==> src/rtl/core/wsd_pkg.sv <==
`timescale 1ns / 1ps
// ----------------------------------------------------------------------------
// wsd_pkg
// Types and constants shared by the WebSocket frame deframer.
// ----------------------------------------------------------------------------
package wsd_pkg;

    localparam int unsigned CFG_W = 17;
    localparam logic [CFG_W-1:0] MAX_LEN_RESET = 17'h10000;

    localparam logic REQ_DATA    = 1'b0;
    localparam logic REQ_RESTART = 1'b1;

    localparam logic [1:0] KIND_DATA  = 2'd0;
    localparam logic [1:0] KIND_EMPTY = 2'd1;
    localparam logic [1:0] KIND_ERROR = 2'd2;

    localparam logic [6:0] LEN_CODE_16 = 7'd126;
    localparam logic [6:0] LEN_CODE_64 = 7'd127;
    localparam logic [3:0] EXT_BYTES_16 = 4'd2;
    localparam logic [3:0] EXT_BYTES_64 = 4'd8;
    localparam logic [2:0] MASK_BYTES = 3'd4;

    typedef enum logic [5:0] {
        PH_HDR0    = 6'b000001,
        PH_HDR1    = 6'b000010,
        PH_EXTLEN  = 6'b000100,
        PH_MASK    = 6'b001000,
        PH_PAYLOAD = 6'b010000,
        PH_DISCARD = 6'b100000
    } t_phase;

    typedef struct packed {
        logic [1:0] result_kind;
        logic [3:0] frame_opcode;
        logic [7:0] data_byte;
        logic       last_of_frame;
    } t_res_pl;

    typedef struct packed {
        logic    valid;
        t_res_pl pl;
    } t_res;

endpackage

==> src/rtl/core/wsd_in_if.sv <==
`timescale 1ns / 1ps
// ----------------------------------------------------------------------------
// wsd_in_if
// Input byte channel: request type and received stream byte.
// ----------------------------------------------------------------------------
interface wsd_in_if;
    logic       valid;
    logic       ready;
    logic       req_type;
    logic [7:0] rx_byte;

    modport source (output valid, output req_type, output rx_byte, input ready);
    modport sink (input valid, input req_type, input rx_byte, output ready);
endinterface

==> src/rtl/core/wsd_out_if.sv <==
`timescale 1ns / 1ps
// ----------------------------------------------------------------------------
// wsd_out_if
// Result channel: payload bytes, empty-frame and error results.
// ----------------------------------------------------------------------------
interface wsd_out_if;
    logic       valid;
    logic       ready;
    logic [1:0] result_kind;
    logic [3:0] frame_opcode;
    logic [7:0] data_byte;
    logic       last_of_frame;

    modport source (output valid, output result_kind, output frame_opcode,
                    output data_byte, output last_of_frame, input ready);
    modport sink (input valid, input result_kind, input frame_opcode,
                  input data_byte, input last_of_frame, output ready);
endinterface

==> src/rtl/core/wsd_cfg_if.sv <==
`timescale 1ns / 1ps
// ----------------------------------------------------------------------------
// wsd_cfg_if
// Configuration write channel for the maximum payload length register.
// ----------------------------------------------------------------------------
interface wsd_cfg_if;
    logic        valid;
    logic        ready;
    logic [16:0] data;

    modport source (output valid, output data, input ready);
    modport sink (input valid, input data, output ready);
endinterface

==> src/rtl/core/wsd_parser.sv <==
`timescale 1ns / 1ps
// ----------------------------------------------------------------------------
// wsd_parser
// Header parse state machine, length check and payload unmasking.
// ----------------------------------------------------------------------------
module wsd_parser
    import wsd_pkg::*;
(
    input  logic             i_clk,
    input  logic             i_rst_n,
    input  logic             i_cfg_we,
    input  logic [CFG_W-1:0] i_cfg_data,
    input  logic             i_accept,
    input  logic             i_req_type,
    input  logic [7:0]       i_rx_byte,
    output t_res             o_res
);

    t_phase           r_phase, n_phase;
    logic [CFG_W-1:0] r_max;
    logic [3:0]       r_opcode, n_opcode;
    logic             r_mask, n_mask;
    logic [3:0]       r_ext, n_ext;
    logic [2:0]       r_mleft, n_mleft;
    logic [31:0]      r_key, n_key;
    logic [63:0]      r_len, n_len;
    logic [CFG_W-1:0] r_remain, n_remain;
    logic [1:0]       r_midx, n_midx;
    t_res             n_res;

    always_comb begin
        logic       do_after;
        logic       do_hdr;
        logic [7:0] b;
        logic [7:0] kb;
        do_after = 1'b0;
        do_hdr   = 1'b0;
        b        = i_rx_byte;
        kb       = '0;
        n_phase  = r_phase;
        n_opcode = r_opcode;
        n_mask   = r_mask;
        n_ext    = r_ext;
        n_mleft  = r_mleft;
        n_key    = r_key;
        n_len    = r_len;
        n_remain = r_remain;
        n_midx   = r_midx;
        n_res    = '0;
        n_res.pl.frame_opcode = r_opcode;
        if (i_accept) begin
            if (i_req_type == REQ_RESTART) begin
                n_phase  = PH_HDR0;
                n_opcode = '0;
                n_mask   = 1'b0;
                n_ext    = '0;
                n_mleft  = '0;
                n_key    = '0;
                n_len    = '0;
                n_remain = '0;
                n_midx   = '0;
            end else begin
                unique case (r_phase)
                    PH_HDR0: begin
                        n_opcode = b[3:0];
                        n_phase  = PH_HDR1;
                    end
                    PH_HDR1: begin
                        n_mask = b[7];
                        n_len  = '0;
                        if (b[6:0] == LEN_CODE_16) begin
                            n_ext   = EXT_BYTES_16;
                            n_phase = PH_EXTLEN;
                        end else if (b[6:0] == LEN_CODE_64) begin
                            n_ext   = EXT_BYTES_64;
                            n_phase = PH_EXTLEN;
                        end else begin
                            n_len    = {57'd0, b[6:0]};
                            do_after = 1'b1;
                        end
                    end
                    PH_EXTLEN: begin
                        n_len = {r_len[55:0], b};
                        if (r_ext != 4'd0) begin
                            n_ext = r_ext - 4'd1;
                        end
                        do_after = (n_ext == 4'd0);
                    end
                    PH_MASK: begin
                        n_key = {r_key[23:0], b};
                        if (r_mleft != 3'd0) begin
                            n_mleft = r_mleft - 3'd1;
                        end
                        do_hdr = (n_mleft == 3'd0);
                    end
                    PH_PAYLOAD: begin
                        case (r_midx)
                            2'd0:    kb = r_key[31:24];
                            2'd1:    kb = r_key[23:16];
                            2'd2:    kb = r_key[15:8];
                            default: kb = r_key[7:0];
                        endcase
                        n_res.valid            = 1'b1;
                        n_res.pl.result_kind   = KIND_DATA;
                        n_res.pl.data_byte     = r_mask ? (b ^ kb) : b;
                        n_midx                 = r_midx + 2'd1;
                        n_remain               = r_remain - {{(CFG_W-1){1'b0}}, 1'b1};
                        if (r_remain == {{(CFG_W-1){1'b0}}, 1'b1}) begin
                            n_res.pl.last_of_frame = 1'b1;
                            n_phase                = PH_HDR0;
                        end
                    end
                    PH_DISCARD: begin
                        n_phase = PH_DISCARD;
                    end
                    default: begin
                        n_phase = PH_DISCARD;
                    end
                endcase
                if (do_after) begin
                    if (n_mask) begin
                        n_mleft = MASK_BYTES;
                        n_key   = '0;
                        n_phase = PH_MASK;
                    end else begin
                        do_hdr = 1'b1;
                    end
                end
                if (do_hdr) begin
                    n_midx   = '0;
                    n_remain = n_len[CFG_W-1:0];
                    if (n_len >= {{(64-CFG_W){1'b0}}, r_max}) begin
                        n_phase              = PH_DISCARD;
                        n_res.valid          = 1'b1;
                        n_res.pl.result_kind = KIND_ERROR;
                    end else if (n_len == 64'd0) begin
                        n_phase                = PH_HDR0;
                        n_res.valid            = 1'b1;
                        n_res.pl.result_kind   = KIND_EMPTY;
                        n_res.pl.last_of_frame = 1'b1;
                    end else begin
                        n_phase = PH_PAYLOAD;
                    end
                end
            end
        end
    end

    always_ff @(posedge i_clk) begin
        if (!i_rst_n) begin
            r_phase  <= PH_HDR0;
            r_max    <= MAX_LEN_RESET;
            r_opcode <= '0;
            r_mask   <= 1'b0;
            r_ext    <= '0;
            r_mleft  <= '0;
            r_key    <= '0;
            r_len    <= '0;
            r_remain <= '0;
            r_midx   <= '0;
        end else begin
            r_phase  <= n_phase;
            r_opcode <= n_opcode;
            r_mask   <= n_mask;
            r_ext    <= n_ext;
            r_mleft  <= n_mleft;
            r_key    <= n_key;
            r_len    <= n_len;
            r_remain <= n_remain;
            r_midx   <= n_midx;
            if (i_cfg_we) begin
                r_max <= i_cfg_data;
            end
        end
    end

    assign o_res = n_res;

endmodule

==> src/rtl/core/wsd_out_buf.sv <==
`timescale 1ns / 1ps
// ----------------------------------------------------------------------------
// wsd_out_buf
// Result register with a skid stage so the parser keeps taking bytes while
// one result waits for the receiver.
// ----------------------------------------------------------------------------
module wsd_out_buf
    import wsd_pkg::*;
(
    input  logic  i_clk,
    input  logic  i_rst_n,
    input  t_res  i_res,
    output logic  o_space,
    wsd_out_if.source o_res
);

    logic    r_main_valid;
    logic    r_skid_valid;
    t_res_pl r_main;
    t_res_pl r_skid;
    logic    pop;

    assign pop     = r_main_valid && o_res.ready;
    assign o_space = !r_skid_valid;

    always_ff @(posedge i_clk) begin
        if (!i_rst_n) begin
            r_main_valid <= 1'b0;
            r_skid_valid <= 1'b0;
        end else if (pop || !r_main_valid) begin
            if (r_skid_valid) begin
                r_main_valid <= 1'b1;
                r_skid_valid <= i_res.valid;
            end else begin
                r_main_valid <= i_res.valid;
            end
        end else if (i_res.valid) begin
            r_skid_valid <= 1'b1;
        end
    end

    always_ff @(posedge i_clk) begin
        if (pop || !r_main_valid) begin
            if (r_skid_valid) begin
                r_main <= r_skid;
                r_skid <= i_res.pl;
            end else begin
                r_main <= i_res.pl;
            end
        end else if (i_res.valid) begin
            r_skid <= i_res.pl;
        end
    end

    assign o_res.valid         = r_main_valid;
    assign o_res.result_kind   = r_main.result_kind;
    assign o_res.frame_opcode  = r_main.frame_opcode;
    assign o_res.data_byte     = r_main.data_byte;
    assign o_res.last_of_frame = r_main.last_of_frame;

endmodule

==> src/rtl/core/websocket_frame_deframer.sv <==
`timescale 1ns / 1ps
// ----------------------------------------------------------------------------
// websocket_frame_deframer
// Splits a received byte stream into WebSocket frames and unmasks payloads.
//
// i_rx carries one transfer per received byte, or a restart request that
// clears all parse state. o_res carries one transfer per payload byte, per
// empty frame and per length error; header bytes give no transfer except the
// one that completes the header of an empty or too-long frame. i_cfg writes
// the maximum payload length; it is always ready and is meant to be written
// while the block is idle. A byte is taken every cycle while i_rx.ready is
// high, and its result is registered. A result register and a one-entry
// skid stage part the two sides, so one result may wait while the next byte
// comes in; i_rx.ready drops only when both hold a result, and rises again
// once the receiver takes one. After an error every byte is dropped until a
// restart. Reset clears the parse state, empties both result stages and sets
// the maximum payload length to 65536.
// ----------------------------------------------------------------------------
module websocket_frame_deframer
    import wsd_pkg::*;
(
    input  logic      i_clk,
    input  logic      i_rst_n,
    wsd_in_if.sink    i_rx,
    wsd_cfg_if.sink   i_cfg,
    wsd_out_if.source o_res
);

    t_res res;
    logic space;
    logic accept;

    assign i_rx.ready  = space;
    assign i_cfg.ready = 1'b1;
    assign accept      = i_rx.valid && space;

    wsd_parser u_parser (
        .i_clk      (i_clk),
        .i_rst_n    (i_rst_n),
        .i_cfg_we   (i_cfg.valid),
        .i_cfg_data (i_cfg.data),
        .i_accept   (accept),
        .i_req_type (i_rx.req_type),
        .i_rx_byte  (i_rx.rx_byte),
        .o_res      (res)
    );

    wsd_out_buf u_out_buf (
        .i_clk   (i_clk),
        .i_rst_n (i_rst_n),
        .i_res   (res),
        .o_space (space),
        .o_res   (o_res)
    );

    a_data_zero: assert property (@(posedge i_clk) disable iff (!i_rst_n)
        o_res.valid && (o_res.result_kind != KIND_DATA) |-> o_res.data_byte == 8'd0)
        else $error("non-data result carries a data byte");

    a_err_last: assert property (@(posedge i_clk) disable iff (!i_rst_n)
        o_res.valid && (o_res.result_kind == KIND_ERROR) |-> !o_res.last_of_frame)
        else $error("error result marked as last of frame");

    a_empty_last: assert property (@(posedge i_clk) disable iff (!i_rst_n)
        o_res.valid && (o_res.result_kind == KIND_EMPTY) |-> o_res.last_of_frame)
        else $error("empty-frame result not marked as last");

    a_no_result_restart: assert property (@(posedge i_clk) disable iff (!i_rst_n)
        accept && (i_rx.req_type == REQ_RESTART) |-> !res.valid)
        else $error("restart produced a result");

endmodule

==> src/flat_wrapper.sv <==
// flat-port wrapper written by rule: the top's interface ports become plain ports
module websocket_frame_deframer_flat import wsd_pkg::*;
  (i_clk, i_rst_n, i_rx_valid, i_rx_req_type, i_rx_rx_byte, i_rx_ready, i_cfg_valid, i_cfg_data, i_cfg_ready, o_res_valid, o_res_result_kind, o_res_frame_opcode, o_res_data_byte, o_res_last_of_frame, o_res_ready);
  wsd_in_if i_rx_i ();
  wsd_cfg_if i_cfg_i ();
  wsd_out_if o_res_i ();
  input  logic i_clk;
  input  logic i_rst_n;
  input wire logic [$bits(i_rx_i.valid)-1:0] i_rx_valid;
  input wire logic [$bits(i_rx_i.req_type)-1:0] i_rx_req_type;
  input wire logic [$bits(i_rx_i.rx_byte)-1:0] i_rx_rx_byte;
  output wire logic [$bits(i_rx_i.ready)-1:0] i_rx_ready;
  input wire logic [$bits(i_cfg_i.valid)-1:0] i_cfg_valid;
  input wire logic [$bits(i_cfg_i.data)-1:0] i_cfg_data;
  output wire logic [$bits(i_cfg_i.ready)-1:0] i_cfg_ready;
  output wire logic [$bits(o_res_i.valid)-1:0] o_res_valid;
  output wire logic [$bits(o_res_i.result_kind)-1:0] o_res_result_kind;
  output wire logic [$bits(o_res_i.frame_opcode)-1:0] o_res_frame_opcode;
  output wire logic [$bits(o_res_i.data_byte)-1:0] o_res_data_byte;
  output wire logic [$bits(o_res_i.last_of_frame)-1:0] o_res_last_of_frame;
  input wire logic [$bits(o_res_i.ready)-1:0] o_res_ready;
  assign i_rx_i.valid = i_rx_valid;
  assign i_rx_i.req_type = i_rx_req_type;
  assign i_rx_i.rx_byte = i_rx_rx_byte;
  assign i_rx_ready = i_rx_i.ready;
  assign i_cfg_i.valid = i_cfg_valid;
  assign i_cfg_i.data = i_cfg_data;
  assign i_cfg_ready = i_cfg_i.ready;
  assign o_res_valid = o_res_i.valid;
  assign o_res_result_kind = o_res_i.result_kind;
  assign o_res_frame_opcode = o_res_i.frame_opcode;
  assign o_res_data_byte = o_res_i.data_byte;
  assign o_res_last_of_frame = o_res_i.last_of_frame;
  assign o_res_i.ready = o_res_ready;
  websocket_frame_deframer u_core (.i_clk(i_clk), .i_rst_n(i_rst_n), .i_rx(i_rx_i), .i_cfg(i_cfg_i), .o_res(o_res_i));
endmodule
==> config.mk <==
export PLATFORM = sky130hd
export DESIGN_NAME = websocket_frame_deframer_flat
export DESIGN_NICKNAME = d
export VERILOG_FILES = /design/src/rtl/core/wsd_pkg.sv /design/src/rtl/core/wsd_in_if.sv /design/src/rtl/core/wsd_out_if.sv /design/src/rtl/core/wsd_cfg_if.sv /design/src/rtl/core/wsd_parser.sv /design/src/rtl/core/wsd_out_buf.sv /design/src/rtl/core/websocket_frame_deframer.sv /design/src/flat_wrapper.sv
export SDC_FILE = /design/constraint.sdc
export NUM_CORES = 1
export LEC_CHECK = 0
export BUFFER_PORTS_ARGS = -buffer_cell sky130_fd_sc_hd__buf_2
export CORE_ASPECT_RATIO = 1.4
export CORE_MARGIN = 2
export CORE_UTILIZATION = 25
export CTS_CLUSTER_DIAMETER = 80
export CTS_CLUSTER_SIZE = 40
export DETAILED_ROUTE_END_ITERATION = 12
export PLACE_DENSITY = 0.39
export SLEW_MARGIN = 20
export SYNTH_ARGS = -nofsm -noshare
export SYNTH_HDL_FRONTEND = slang
export SYNTH_SLANG_ARGS = --single-unit
==> constraint.sdc <==
create_clock -name i_clk -period 7.9 [get_ports i_clk]
set_input_delay 0.79 -clock i_clk [delete_from_list [all_inputs] [get_ports i_clk]]
set_output_delay 0.79 -clock i_clk [all_outputs]
set_load 0.02 [all_outputs]
# Yosys cells after proc, flatten, opt, wreduce, memory -nomap -nowiden
# Cells that the tools add are included.
totals:
  register_bits: 182
  out_inout_bits: 18
classes:
  add_sub_neg: 4
  n_lt_le_gt_ge: 1
  n_eq_ne: 12
  muxes: 84
  n_bitwise: 1
  n_reduce_logical: 20
op_table:
  columns: ["op", "count"]
  rows:
  - ["2-to-1 mux 64 bit", 3]
  - ["2-to-1 mux 32 bit", 4]
  - ["one-hot mux 64 bit (2 select lines)", 1]
  - ["greater-or-equal comparator 64 x 17 -> 1 bit", 1]
  - ["zero test 64 bit", 1]
  - ["2-to-1 mux 15 bit", 4]
  - ["2-to-1 mux 17 bit", 3]
  - ["2-to-1 mux 6 bit", 8]
  - ["2-to-1 mux 3 bit", 14]
  - ["2-to-1 mux 4 bit", 9]
  - ["2-to-1 mux 8 bit", 4]
  - ["2-to-1 mux 9 bit", 3]
  - ["one-hot mux 6 bit (4 select lines)", 1]
  - ["one-hot mux 8 bit (3 select lines)", 1]
  - ["2-to-1 mux 1 bit", 21]
  - ["equality test 17 x 1 -> 1 bit, second input constant", 1]
  - ["subtractor 17 x 1 -> 17 bit, second input constant", 1]
  - ["equality test 7 bit, second input constant", 2]
  - ["2-to-1 mux 7 bit", 2]
  - ["nonzero test 3 bit", 3]
  - ["one-hot mux 4 bit (2 select lines)", 1]
  - ["XOR 8 bit", 1]
  - ["equality test 6 x 1 -> 1 bit, second input constant", 1]
  - ["equality test 6 x 2 -> 1 bit, second input constant", 1]
  - ["other kinds (24)", 31]

# Logic depth before layout (Yosys ltp)
# Gate-level depths: netlist of the first run.
depth:
  ltp_word: 17
  ltp_mapped: 16

# Modules after synthesis
# From an unflattened synthesis of the first run, not the netlist that was laid out.
unflattened:
  cells_unflattened: 944
  hier_area_um2: 8948.6
modules_own_cells:
  columns: ["mod", "instances", "cells_each", "area_each_um2", "seq_area_each_um2"]
  rows:
  - ["wsd_parser", 1, 884, 7719.9, 3002.9]
  - ["wsd_out_buf", 1, 57, 1211.2, 940.9]
  - ["websocket_frame_deframer", 1, 3, 17.5, 0.0]

# Least setup slack after synthesis of the first run
# No wires, ideal clock.
synth_path:
  path_kind: "input -> register"
  startpoint: "input port i_rx_rx_byte[5]"
  endpoint: "register u_core.u_out_buf.r_skid[0] in the netlist's numbering (enable)"
  setup_time_ns: 0.399
  arrival_time_ns: 4.406
  path_slack_ns: 3.095
  path_stages: 12
  path_buffers: 0
  path_cell_list: "and4_1 -> a211oi_1 -> a31o_2 -> ha_1 -> o211a_1 -> a2111oi_0 -> nor4_1 -> a211o_1 -> a2111oi_0 -> o41ai_1 -> nand2_1 -> a31oi_1"
synth_via:
  elab_chain_cells: 14
synth_lines:
  columns: ["item", "line", "source"]
  rows:
  - ["from (decl)", "flat_wrapper.sv:11", "input wire logic [$bits(i_rx_i.rx_byte)-1:0] i_rx_rx_byte;"]
  - ["parallel branches: the longest is 9 deep, another holds greater-or-equal comparator 64 x 17 -> 1 bit", null, null]
  - ["2-to-1 mux 3 bit *", "wsd_parser.sv:129", "if (do_hdr) begin"]
  - ["2-to-1 mux 3 bit *", "wsd_parser.sv:52", "if (i_req_type == REQ_RESTART) begin"]
  - ["2-to-1 mux 3 bit *", "wsd_parser.sv:51", "if (i_accept) begin"]
  - ["nonzero test 2 bit (no source line) *", null, null]
  - ["AND reduction 2 bit (no source line) *", null, null]
  - ["to (signal assigned)", "wsd_out_buf.sv:46", "r_skid <= i_res.pl;"]
  - ["to (signal assigned)", "wsd_out_buf.sv:51", "r_skid <= i_res.pl;"]
  - ["to (decl)", "wsd_out_buf.sv:20", "t_res_pl r_skid;"]
# Every way passes the cells marked *. The select of a mux whose other input is x is not followed.
# A chain may end at the register's enable or synchronous reset.

# Worst setup path after layout of the first run
layout_path:
  startpoint: "register u_core.u_parser.r_phase[5]"
  endpoint: "register u_core.u_out_buf.r_skid[9] in the netlist's numbering (enable)"
layout_via:
  elab_chain_cells: 13
layout_lines:
  columns: ["item", "line", "source"]
  rows:
  - ["from (decl)", "wsd_parser.sv:19", "t_phase r_phase, n_phase;"]
  - ["from (signal assigned)", "wsd_parser.sv:162", "r_phase <= n_phase;"]
  - ["parallel branches: the longest is 8 deep, another holds greater-or-equal comparator 64 x 17 -> 1 bit", null, null]
  - ["2-to-1 mux 3 bit *", "wsd_parser.sv:129", null]
  - ["2-to-1 mux 3 bit *", "wsd_parser.sv:52", null]
  - ["2-to-1 mux 3 bit *", "wsd_parser.sv:51", null]
  - ["nonzero test 2 bit (no source line) *", null, null]
  - ["AND reduction 2 bit (no source line) *", null, null]
# Marked as above.

==> results of run 1 <==
per-layer routing:
metal  global-route usage  up-vias  wire length [µm]
met4               0.0679        0               824
met3               0.0262       37               785
met2                0.268      123             13700
met5                    0        -                 0
li1                     -     3570                 -
met1                0.183     3486             11900
report_power, final:
part	leakage [nW]	internal, mW	total, mW	switching, mW
clock network	0.293	0.494	0.881	0.387
registers	1.56	0.952	0.966	0.0139
logic	1.96	0.0630	0.170	0.107
total	3.81	1.51	2.02	0.508
area by class of cell:
cell class / count / area share
clock buffers: 21 / 0.0466
repair buffers: 62 / 0.0366
inverters: 37 / 0.0137
clock inverters: 11 / 0.0119
flip-flops and latches: 182 / 0.389
multi-input cells: 676 / 0.445
well taps: 456 / 0.0563
stage by stage:
step	instance area (µm²)	total power, mW	hold WS (ps)	setup WS, ps
2_1_floorplan	8840	1.10	427	3100
3_3_place_gp	9500	1.16	452	2800
3_5_place_dp	9510	1.16	455	2650
4_1_cts	10100	2.05	475	2640
5_1_grt	10100	2.10	481	2270
6_report	10100	2.02	469	2610
worst max path at each step:
stage	start	to	slack, ps	depth (start not counted)
after floorplan	i_rx_rx_byte[5]	u_core.u_out_buf.r_skid[0]	3100	12
after global placement	u_core.u_parser.r_phase[5]	u_core.u_out_buf.r_skid[1]	2800	14
after detailed placement	u_core.u_parser.r_phase[5]	u_core.u_out_buf.r_skid[9]	2650	14
after CTS	u_core.u_parser.r_phase[5]	u_core.u_out_buf.r_skid[0]	2640	14
after global routing	u_core.u_parser.r_phase[5]	u_core.u_out_buf.r_skid[0]	2270	15
final	u_core.u_parser.r_phase[5]	u_core.u_out_buf.r_skid[9]	2610	15
critical path: cells and delay by family, from the launching register on:
kind	cells	cell delay (ps)
AND/OR/NAND/NOR	3	1040
AO/OA/AOI/OAI	8	2780
buffers and inverters	3	570
flip-flops	1	370
adder cells (fa/ha/maj)	1	250
state kept, by name (all words and copies together) (netlist names):
| register | flops |
|---|---|
| u_core.u_parser.r_mleft | 3 |
| u_core.u_out_buf.o_res.valid | 1 |
| u_core.u_parser.r_remain | 17 |
| u_core.u_parser.r_phase | 6 |
| u_core.u_parser.r_opcode | 4 |
| u_core.u_parser.r_mask | 1 |
| u_core.u_out_buf.o_res.result_kind | 2 |
| u_core.u_parser.r_len | 64 |
| u_core.u_parser.r_key | 32 |
| u_core.u_parser.r_ext | 4 |
| u_core.u_out_buf.o_res.frame_opcode | 4 |
| u_core.u_out_buf.r_skid_valid | 1 |
| u_core.u_out_buf.o_res.data_byte | 8 |
| u_core.u_out_buf.o_res.last_of_frame | 1 |
| u_core.u_parser.r_midx | 2 |
| u_core.u_out_buf.r_skid | 15 |
| u_core.u_parser.r_max | 17 |
cell usage in the layout (no fill, tap or decap), types with 4 or more instances in the layout:
cell       synthesis  routed
a22o_1            32      32
nand2b_1          10      10
and3_1             6       6
nor2b_1           96      96
dfxtp_1          152     152
or4_1              4       4
or3_1              9       9
clkbuf_16          0      18
a22oi_1           69      69
a21oi_1           22      22
o211ai_1          13      13
inv_1             37      37
a21o_1            15      15
nor2_1            40      38
edfxtp_1          30      30
nor4_1            20      19
nand3_1           14      14
buf_2              1      46
a21boi_0          16      16
o21ai_0           41      40
clkinv_2           0       4
nor3_1            16      16
and2_1             8       8
a31o_2             4       4
a222oi_1           8       8
a31oi_1           16      16
mux2_2             4       4
o22ai_1            8       8
buf_4              1      15
a211oi_1           6       6
xor2_1            12      12
mux2i_1           18      18
nand4_1            8       8
ha_1              26      26
o31ai_1            4       4
nand2_1           84      84
logic make-up (layout without fill, tap and decap cells):
| kind of cell | count (synthesis) | in the layout | share of synthesized area |
|---|---|---|---|
| AO/OA/AOI/OAI | 286 | 286 | 0.235 |
| XOR/XNOR | 15 | 15 | 0.0149 |
| adder cells (fa/ha/maj) | 26 | 26 | 0.0368 |
| buffers and inverters | 106 | 131 | 0.0464 |
| flip-flops | 182 | 182 | 0.446 |
| multiplexers | 22 | 22 | 0.0255 |
| other | 1 | 1 | 0.000424 |
| AND/OR/NAND/NOR | 326 | 326 | 0.195 |
==> results_dict.tcl, run 1 <==
set metrics [dict create \
    maximum_frequency_from_static_timing_analysis_ghz 0.189 \
    boundaryPins 49 \
    hold_path.class "register to register" \
    hold_viol 0 \
    cts-buffers-inserted 17 \
    dpl.cell_count 1412 \
    pin_count_of_the_biggest_net_entering_global_routing 64 \
    synth.cell_area_um2 8840 \
    timing.critical_path.arrival_ps 5490 \
    cts-hold-fix-buffers 0 \
    clock-skew-final_ps 11.2 \
    max_slew.worst_pin.slew_ps 1140 \
    globalRouteOverflowTotal 0 \
    antenna_found_initial 0 \
    portBuffers 47 \
    rrSetupSlack_ps 2610 \
    postSynth.asyncResetShare 0 \
    powerDensity_nw_per_um2 199 \
    r2r_end "u_core.u_out_buf.r_skid[9]" \
    top_cells_by_area_in_the_synthesized_netlist "dfxtp_1 (34%), edfxtp_1 (10%), nor2b_1 (6.8%)" \
    outcome "completed" \
    unrepaired_setup_endpoints_after_global_routing "no" \
    slew_viol_final 0 \
    timing.critical_path.cells "or4_1 -> a211oi_1 -> a311oi_1 -> inv_1 -> ha_1 -> o211a_1 -> a2111oi_0 -> nor4_1 -> a211o_1 -> a2111oi_0 -> buf_4 -> o41ai_1 -> nand2_1 -> a31oi_1 -> buf_4" \
    number_of_nets_still_failing_antenna_checks_after_routing 0 \
    tritoncts "built" \
    grt_pass1_vias 7226 \
    yosys.cell_count.top_type "dfxtp_1" \
    via_count_normalized_by_instance_count 4.99 \
    yosysUniqueCellTypes 70 \
    multi_input_combinational_cell_area_um2 4510 \
    synth_top_area_frac 0.344 \
    areaGrowthSynthToFinish_pct 14.6 \
    post-synth-top-area-cell "dfxtp_1" \
    worstHoldEndpoint "u_core.u_out_buf.r_skid[9]" \
    timing.critical_path.from_type "register" \
    ys_ff_latch 182 \
    postRouteWirelength_mm 27.3 \
    period_minus_slack_ps 5290 \
    htreeDepth 4 \
    detail_route.wl_per_cell_um 18.9 \
    synthCells 964 \
    gp_routability_congestion 0.793 \
    place.detailed.hpwl_mm 18.8 \
    final_net_count 1033 \
    setup-violations-final 0 \
    crit_path_end_kind "register" \
    slowest_delay_ps 900 \
    fraction_of_layout_instances_using_a_drive_strength_above_1 0.112 \
    crit_slowest_cell "a211oi_1" \
    floorplan.die.height_um 226 \
    die_w_um 163 \
    routed-via-count 7216 \
    clock_path_buffers 2 \
    clk_transition_reported_paths_ps 70 \
    initial_cell_density_of_the_core 0.253 \
    r2r_cells 15 \
    ir_drop_uv 144 \
    cts_resized 0 \
    timing.final.crit_share 0.670 \
    core.rowCount 81 \
    area_occupied_by_registers_um2 3940 \
    number_of_setup_buffers_added_after_cts 0 \
    path_class "register to register" \
    setup_tns_ps 0 \
    cts_sinks 182 \
    clk-insertion-delay-late_ps 450 \
    edff_count_synth 30 \
    proportion_of_synthesized_chip_area_in_sequential_cells 0.446 \
    leakage_power_figure_nw 3.81 \
    cp_data_required_time_ps 8100 \
    syn-num-nets 1021 \
    maxCapViolations 0 \
    drc 0 \
    global_route_wire_length_before_repair_mm 43.0 \
    final.fill_count 3781 \
    cts-root-buf "clkbuf_16" \
    core_um2 34900 \
    synth_area_per_cell_um2 9.17 \
    drt-pass1-iter-count 6 \
    worst_path_max_fanout 15 \
    utilization 0.290 \
    die-area_um2 36900 \
    gr-usage-all-layers 0.153 \
    yosys_warnings 0 \
    timing.rr.start "u_core.u_parser.r_phase[5]" \
    synth_ff_type "dfxtp_1" \
    finalNonFillerCells 1445 \
    hold_path_start "u_core.u_parser.r_opcode[0]" \
    synth_commonest_cells "dfxtp_1 (152), nor2b_1 (96), nand2_1 (84)" \
    hold_depth 0 \
    relSlewSlack 0.236 \
    diodes 0 \
    drt-initial-drc-count 534 \
]
Note: power is estimated with default switching activity, not from simulation.
==> inputs of run 2 (changes only) <==
ABC_AREA = 1   (was not set)
PLACE_DENSITY = 0.41   (was 0.39)
clock period = 4.55 ns   (was 7.9 ns; I/O delays follow)
==> results_dict.tcl, run 2 <==
set metrics [dict create \
    hold_path.class "input pin to register" \
    areaGrowthSynthToFinish_pct 12.5 \
    clk_transition_reported_paths_ps 80 \
    outcome "completed" \
    setup-violations-final 0 \
    yosysUniqueCellTypes 44 \
    postSynth.asyncResetShare 0 \
    timing.critical_path.arrival_ps 3840 \
    crit_path_end_kind "register" \
    maximum_frequency_from_static_timing_analysis_ghz 0.267 \
    synth_top_area_frac 0.313 \
    final_common_cell "nand2_1" \
    fraction_of_layout_instances_using_a_drive_strength_above_1 0.0901 \
    synthCells 1399 \
    slew_viol_final 0 \
    postRouteWirelength_mm 29.3 \
    proportion_of_synthesized_chip_area_in_sequential_cells 0.405 \
    leakage_power_figure_nw 4.45 \
    gr-usage-all-layers 0.150 \
    clock-skew-final_ps 13.7 \
    via_count_normalized_by_instance_count 4.61 \
    drc 0 \
    synth_ff_type "dfxtp_1" \
    number_of_nets_still_failing_antenna_checks_after_routing 0 \
    diodes 0 \
    global_route_wire_length_before_repair_mm 47.6 \
    unrepaired_setup_endpoints_after_global_routing "no" \
    number_of_setup_buffers_added_after_cts 0 \
    synth_area_per_cell_um2 6.95 \
    post_dp_cell_area_um2 10400 \
    core.rowCount 85 \
    powerDensity_nw_per_um2 324 \
    regMostFlops "u_core.u_parser.r_len" \
    final_net_count 1453 \
    period_minus_slack_ps 3740 \
    setup_tns_ps 0 \
    registers_with_the_most_flip_flops "u_core.u_parser.r_len: 64 flops, u_core.u_parser.r_key: 32 flops" \
    boundaryPins 49 \
    tritoncts "built" \
    die-area_um2 40500 \
    drt-pass1-iter-count 5 \
    globalRouteOverflowTotal 0 \
    post-synth-top-area-cell "dfxtp_1" \
    finish.instance_area_um2 10900 \
    hold_viol 0 \
    htreeDepth 4 \
    detail_route.wl_per_cell_um 15.2 \
    yosys.cell_count.top_type "nand2_1" \
    synth.cell_area_um2 9730 \
    path_class "register to register" \
    portBuffers 47 \
    yosys_warnings 0 \
    cts_sinks 182 \
    relSlewSlack 0.326 \
    cts-hold-fix-buffers 0 \
    synth_commonest_cells "nand2_1 (470), dfxtp_1 (152), a21oi_1 (145)" \
    maxCapViolations 0 \
    top_cells_by_area_in_the_synthesized_netlist "dfxtp_1 (31%), nand2_1 (18%), edfxtp_1 (9.3%)" \
    cts_resized 0 \
    ir_drop_uv 247 \
    utilization 0.285 \
    initial_cell_density_of_the_core 0.253 \
    grt_pass1_vias 8704 \
    edff_count_synth 30 \
    floorplan.die.height_um 237 \
    place.detailed.hpwl_mm 19.8 \
    pin_count_of_the_biggest_net_entering_global_routing 83 \
    most-common-layout-cells "nand2_1 (469), dfxtp_1 (152), a21oi_1 (145)" \
    cp_data_required_time_ps 4650 \
    syn-num-nets 1456 \
    cts-root-buf "clkbuf_16" \
    ys_ff_latch 182 \
    die_w_um 171 \
    cts-buffers-inserted 17 \
    dp_worst_setup_slack_ps 730 \
    timing.critical_path.from_type "register" \
    gp_routability_congestion 0.763 \
    number_of_flip_flops_in_the_largest_register 64 \
    drt-initial-drc-count 500 \
    timing.final.crit_share 0.822 \
    routed-via-count 8901 \
    final.setup.worst_slack_ps 808 \
    worst_path_max_fanout 44 \
    clk-insertion-delay-late_ps 460 \
    max_slew.worst_pin.slew_ps 1010 \
    clock_path_buffers 2 \
    core_um2 38400 \
    antenna_found_initial 0 \
]
==> run 2: changes by cell type in the layout (fill, tap and decap cells not counted), moves of 32 or more <==
cell and delta:
inv_1 +63, nor2b_1 -96, a22oi_1 -69, a22o_1 -32, nand3_1 +43, nand2_1 +385
nor2_1 +64, a21oi_1 +123
==> run 2: worst paths after layout <==
check                        startpoint                           to  slack [ps]  depth (start not counted)
max          u_core.u_parser.r_phase[1]  u_core.u_out_buf.r_skid[11]         810                         17
max reg2reg  u_core.u_parser.r_phase[1]  u_core.u_out_buf.r_skid[11]         810                         17
min                       i_cfg_data[0]     u_core.u_parser.r_max[0]         220                          3
min reg2reg   u_core.u_parser.r_len[61]    u_core.u_parser.r_len[61]         470                          2
==> run 2: cell families after synthesis <==
group / synth area share
adder cells (fa/ha/maj): 0.0334
AO/OA/AOI/OAI: 0.176
flip-flops: 0.405
XOR/XNOR: 0.0135
other: 0.000385
AND/OR/NAND/NOR: 0.293
buffers and inverters: 0.0788
==> run 2: final cells by class <==
type / count / area (µm²)
Clock buffer: 17 / 425
Clock inverter: 15 / 161
Fill cell: 4263 / 27400
Inverter: 109 / 410
Multi-Input combinational cell: 1029 / 5040
Sequential cell: 182 / 3940
Tap cell: 522 / 653
Timing Repair Buffer: 57 / 310
==> run 2: worst max-delay path, stage by stage, from the launching register on <==
cell	delay, ps
dfxtp_1	460
nor2_4	80
nand3_4	150
buf_4	440
inv_2	150
nand2_1	120
nand2_1	160
ha_1	340
nand2_1	70
o21ai_0	190
a21oi_1	90
nand2_1	110
nand2_1	90
nand4_1	190
nand2_1	130
nand3_1	90
nand2_1	60
inv_1	450
==> run 2: layer usage <==
metal / wire length, µm / global-route usage / up-vias
met5: 0 / 0 / -
met4: 493 / 0.0523 / 0
met3: 509 / 0.0195 / 23
met2: 15200 / 0.265 / 78
met1: 13100 / 0.186 / 4216
li1: - / - / 4584
==> run 2: per-stage QoR <==
step	power, mW	hold slack, ps	std cells
after global placement	2.07	453	1899
after floorplan	1.96	431	1399
after CTS	3.62	196	1931
final	3.54	221	1931
after global routing	3.72	232	1931
after detailed placement	2.07	456	1899
==> run 2: where the power goes <==
group,switching (mW),leakage [nW],internal (mW)
combinational,0.238,2.63,0.102
sequential,0.0234,1.54,1.66
clock,0.772,0.284,0.744
total,1.03,4.45,2.51
==> inputs of run 3 (changes only) <==
PLACE_DENSITY = 0.39   (was 0.41)
clock period = 3.7 ns   (was 4.55 ns; I/O delays follow)
==> results_dict.tcl, run 3 (synthesis gave the netlist of run 2 again) <==
set metrics [dict create \
    cp_data_required_time_ps 3920 \
    number_of_nets_still_failing_antenna_checks_after_routing 0 \
    drc 0 \
    antenna_found_initial 0 \
    net-switching-power_mw 1.30 \
    number_of_flip_flops_in_the_largest_register 64 \
    hold_path.class "input pin to register" \
    global_route_wire_length_before_repair_mm 47.1 \
    period_minus_slack_ps 3310 \
    unrepaired_setup_endpoints_after_global_routing "no" \
    clk-insertion-delay-late_ps 460 \
    regMostFlops "u_core.u_parser.r_len" \
    cts-hold-fix-buffers 0 \
    finalHoldWorstSlack_ps 124 \
    worst_path_max_fanout 15 \
    post_dp_cell_area_um2 10400 \
    ir_drop_uv 327 \
    routed-via-count 8950 \
    rrSetupSlack_ps 390 \
    core.rowCount 85 \
    crit_path_end_kind "register" \
    tritoncts "built" \
    combinationalPowerShare 0.096 \
    finalNonFillerCells 1940 \
    outcome "completed" \
    diodes 0 \
    setup-violations-final 0 \
    postRouteWirelength_mm 30.0 \
    grt_pass1_vias 8579 \
    finish.instance_area_um2 11100 \
    pwr-share-seq 0.471 \
    gr-usage-all-layers 0.150 \
    gp_routability_congestion 0.803 \
    die_w_um 171 \
    p_int_mw 3.10 \
    max_slew.worst_pin.slew_ps 839 \
    most-common-layout-cells "nand2_1 (469), dfxtp_1 (152), a21oi_1 (145)" \
    areaGrowthSynthToFinish_pct 13.9 \
    pin_count_of_the_biggest_net_entering_global_routing 118 \
    slew_viol_final 0 \
    portBuffers 47 \
    timing.critical_path.arrival_ps 3530 \
    via_count_normalized_by_instance_count 4.61 \
    clock-skew-final_ps 15.0 \
    detail_route.wl_per_cell_um 15.5 \
    clk_transition_reported_paths_ps 90 \
    maximum_frequency_from_static_timing_analysis_ghz 0.302 \
    dpl.cell_count 1907 \
    setup_tns_ps 0 \
    maxCapViolations 0 \
    fraction_of_layout_instances_using_a_drive_strength_above_1 0.0966 \
    final_net_count 1462 \
    initial_cell_density_of_the_core 0.253 \
    timing.final.crit_share 0.895 \
    drt-pass1-iter-count 5 \
    core_um2 38400 \
    final_common_cell "nand2_1" \
    path_class "register to register" \
    leakage_power_figure_nw 4.51 \
    area_occupied_by_registers_um2 3940 \
    hold_viol 0 \
    registers_with_the_most_flip_flops "u_core.u_parser.r_len: 64 flops, u_core.u_parser.r_key: 32 flops" \
    boundaryPins 49 \
    cts-buffers-inserted 17 \
    design_power_total_mw 4.40 \
    die-area_um2 40500 \
    timing.critical_path.from_type "register" \
    drt-initial-drc-count 467 \
    powerDensity_nw_per_um2 397 \
    floorplan.die.height_um 237 \
    cts_sinks 182 \
    relSlewSlack 0.441 \
    clock_path_buffers 2 \
    clock_power_share 0.433 \
    cts-root-buf "clkbuf_16" \
    htreeDepth 4 \
    place.detailed.hpwl_mm 20.3 \
    multi_input_combinational_cell_area_um2 5040 \
    final.fill_count 4333 \
    globalRouteOverflowTotal 0 \
    netSwitchingFraction 0.295 \
]
-- run 3: power by group through the flow --
stage	sequential (mW)	combinational (mW)	clock [mW]
after floorplan	2.11	0.294	0
after global placement	2.12	0.434	0
after detailed placement	2.12	0.431	0
after CTS	2.07	0.433	1.98
after global routing	2.08	0.486	2.05
final	2.07	0.424	1.90
-- run 3: routing by layer --
metal,global-route usage,vias up,share of wire
li1,-,4601,-
met1,0.180,4229,0.44
met2,0.270,95,0.52
met3,0.0230,25,0.019
met4,0.0492,0,0.019
met5,0,-,0
-- run 3: area by class of cell --
type                            count  area share
Multi-Input combinational cell   1029       0.455
Sequential cell                   182       0.356
Tap cell                          522      0.0589
Clock buffer                       17      0.0384
Timing Repair Buffer               66      0.0378
Inverter                          109      0.0374
Clock inverter                     15      0.0169
-- run 3: worst max-delay path, stage by stage (launching register included) --
cell        delay (ps)
dfxtp_1            340
nor2_1             260
nand2_1            130
nor2_1             100
nand2_1             80
nand2_1            180
nand2_1             80
nand2_1            100
inv_1               50
ha_1               250
o21ai_0            150
nand2_1             70
nand2_1             60
nand2_1             50
nand2_1             60
nand2_1             50
nand2_1             50
nand2_1             50
nand2_1             50
nand2_1             40
nand2_1            130
nand4_1            150
nand2_1            140
nand3_1             80
nand2_1            110
clkinvlp_4         100
buf_12             150
-- run 3: timing repair --
item | in CTS | in global routing
resized for setup | 0 | 1
endpoints found under the setup margin | 0 | 15
setup buffers | 0 | 1
-- run 3: worst paths after layout --
check / from / endpoint / depth (start not counted)
worst max register to register: u_core.u_parser.r_phase[2] / u_core.u_out_buf.r_skid[11] / 26
worst min register to register: u_core.u_parser.r_opcode[3] / u_core.u_out_buf.r_skid[12] / 0
worst max-delay path: u_core.u_parser.r_phase[2] / u_core.u_out_buf.r_skid[11] / 26
worst min-delay path: i_cfg_valid / u_core.u_parser.r_max[16] / 2
-- run 3: through the flow --
| step | setup WS (ps) | utilization |
|---|---|---|
| after global placement | 304 | 0.272 |
| final | 390 | 0.289 |
| after floorplan | 811 | - |
| after global routing | 8.19 | 0.289 |
| after detailed placement | 273 | 0.272 |
| after CTS | 253 | 0.288 |
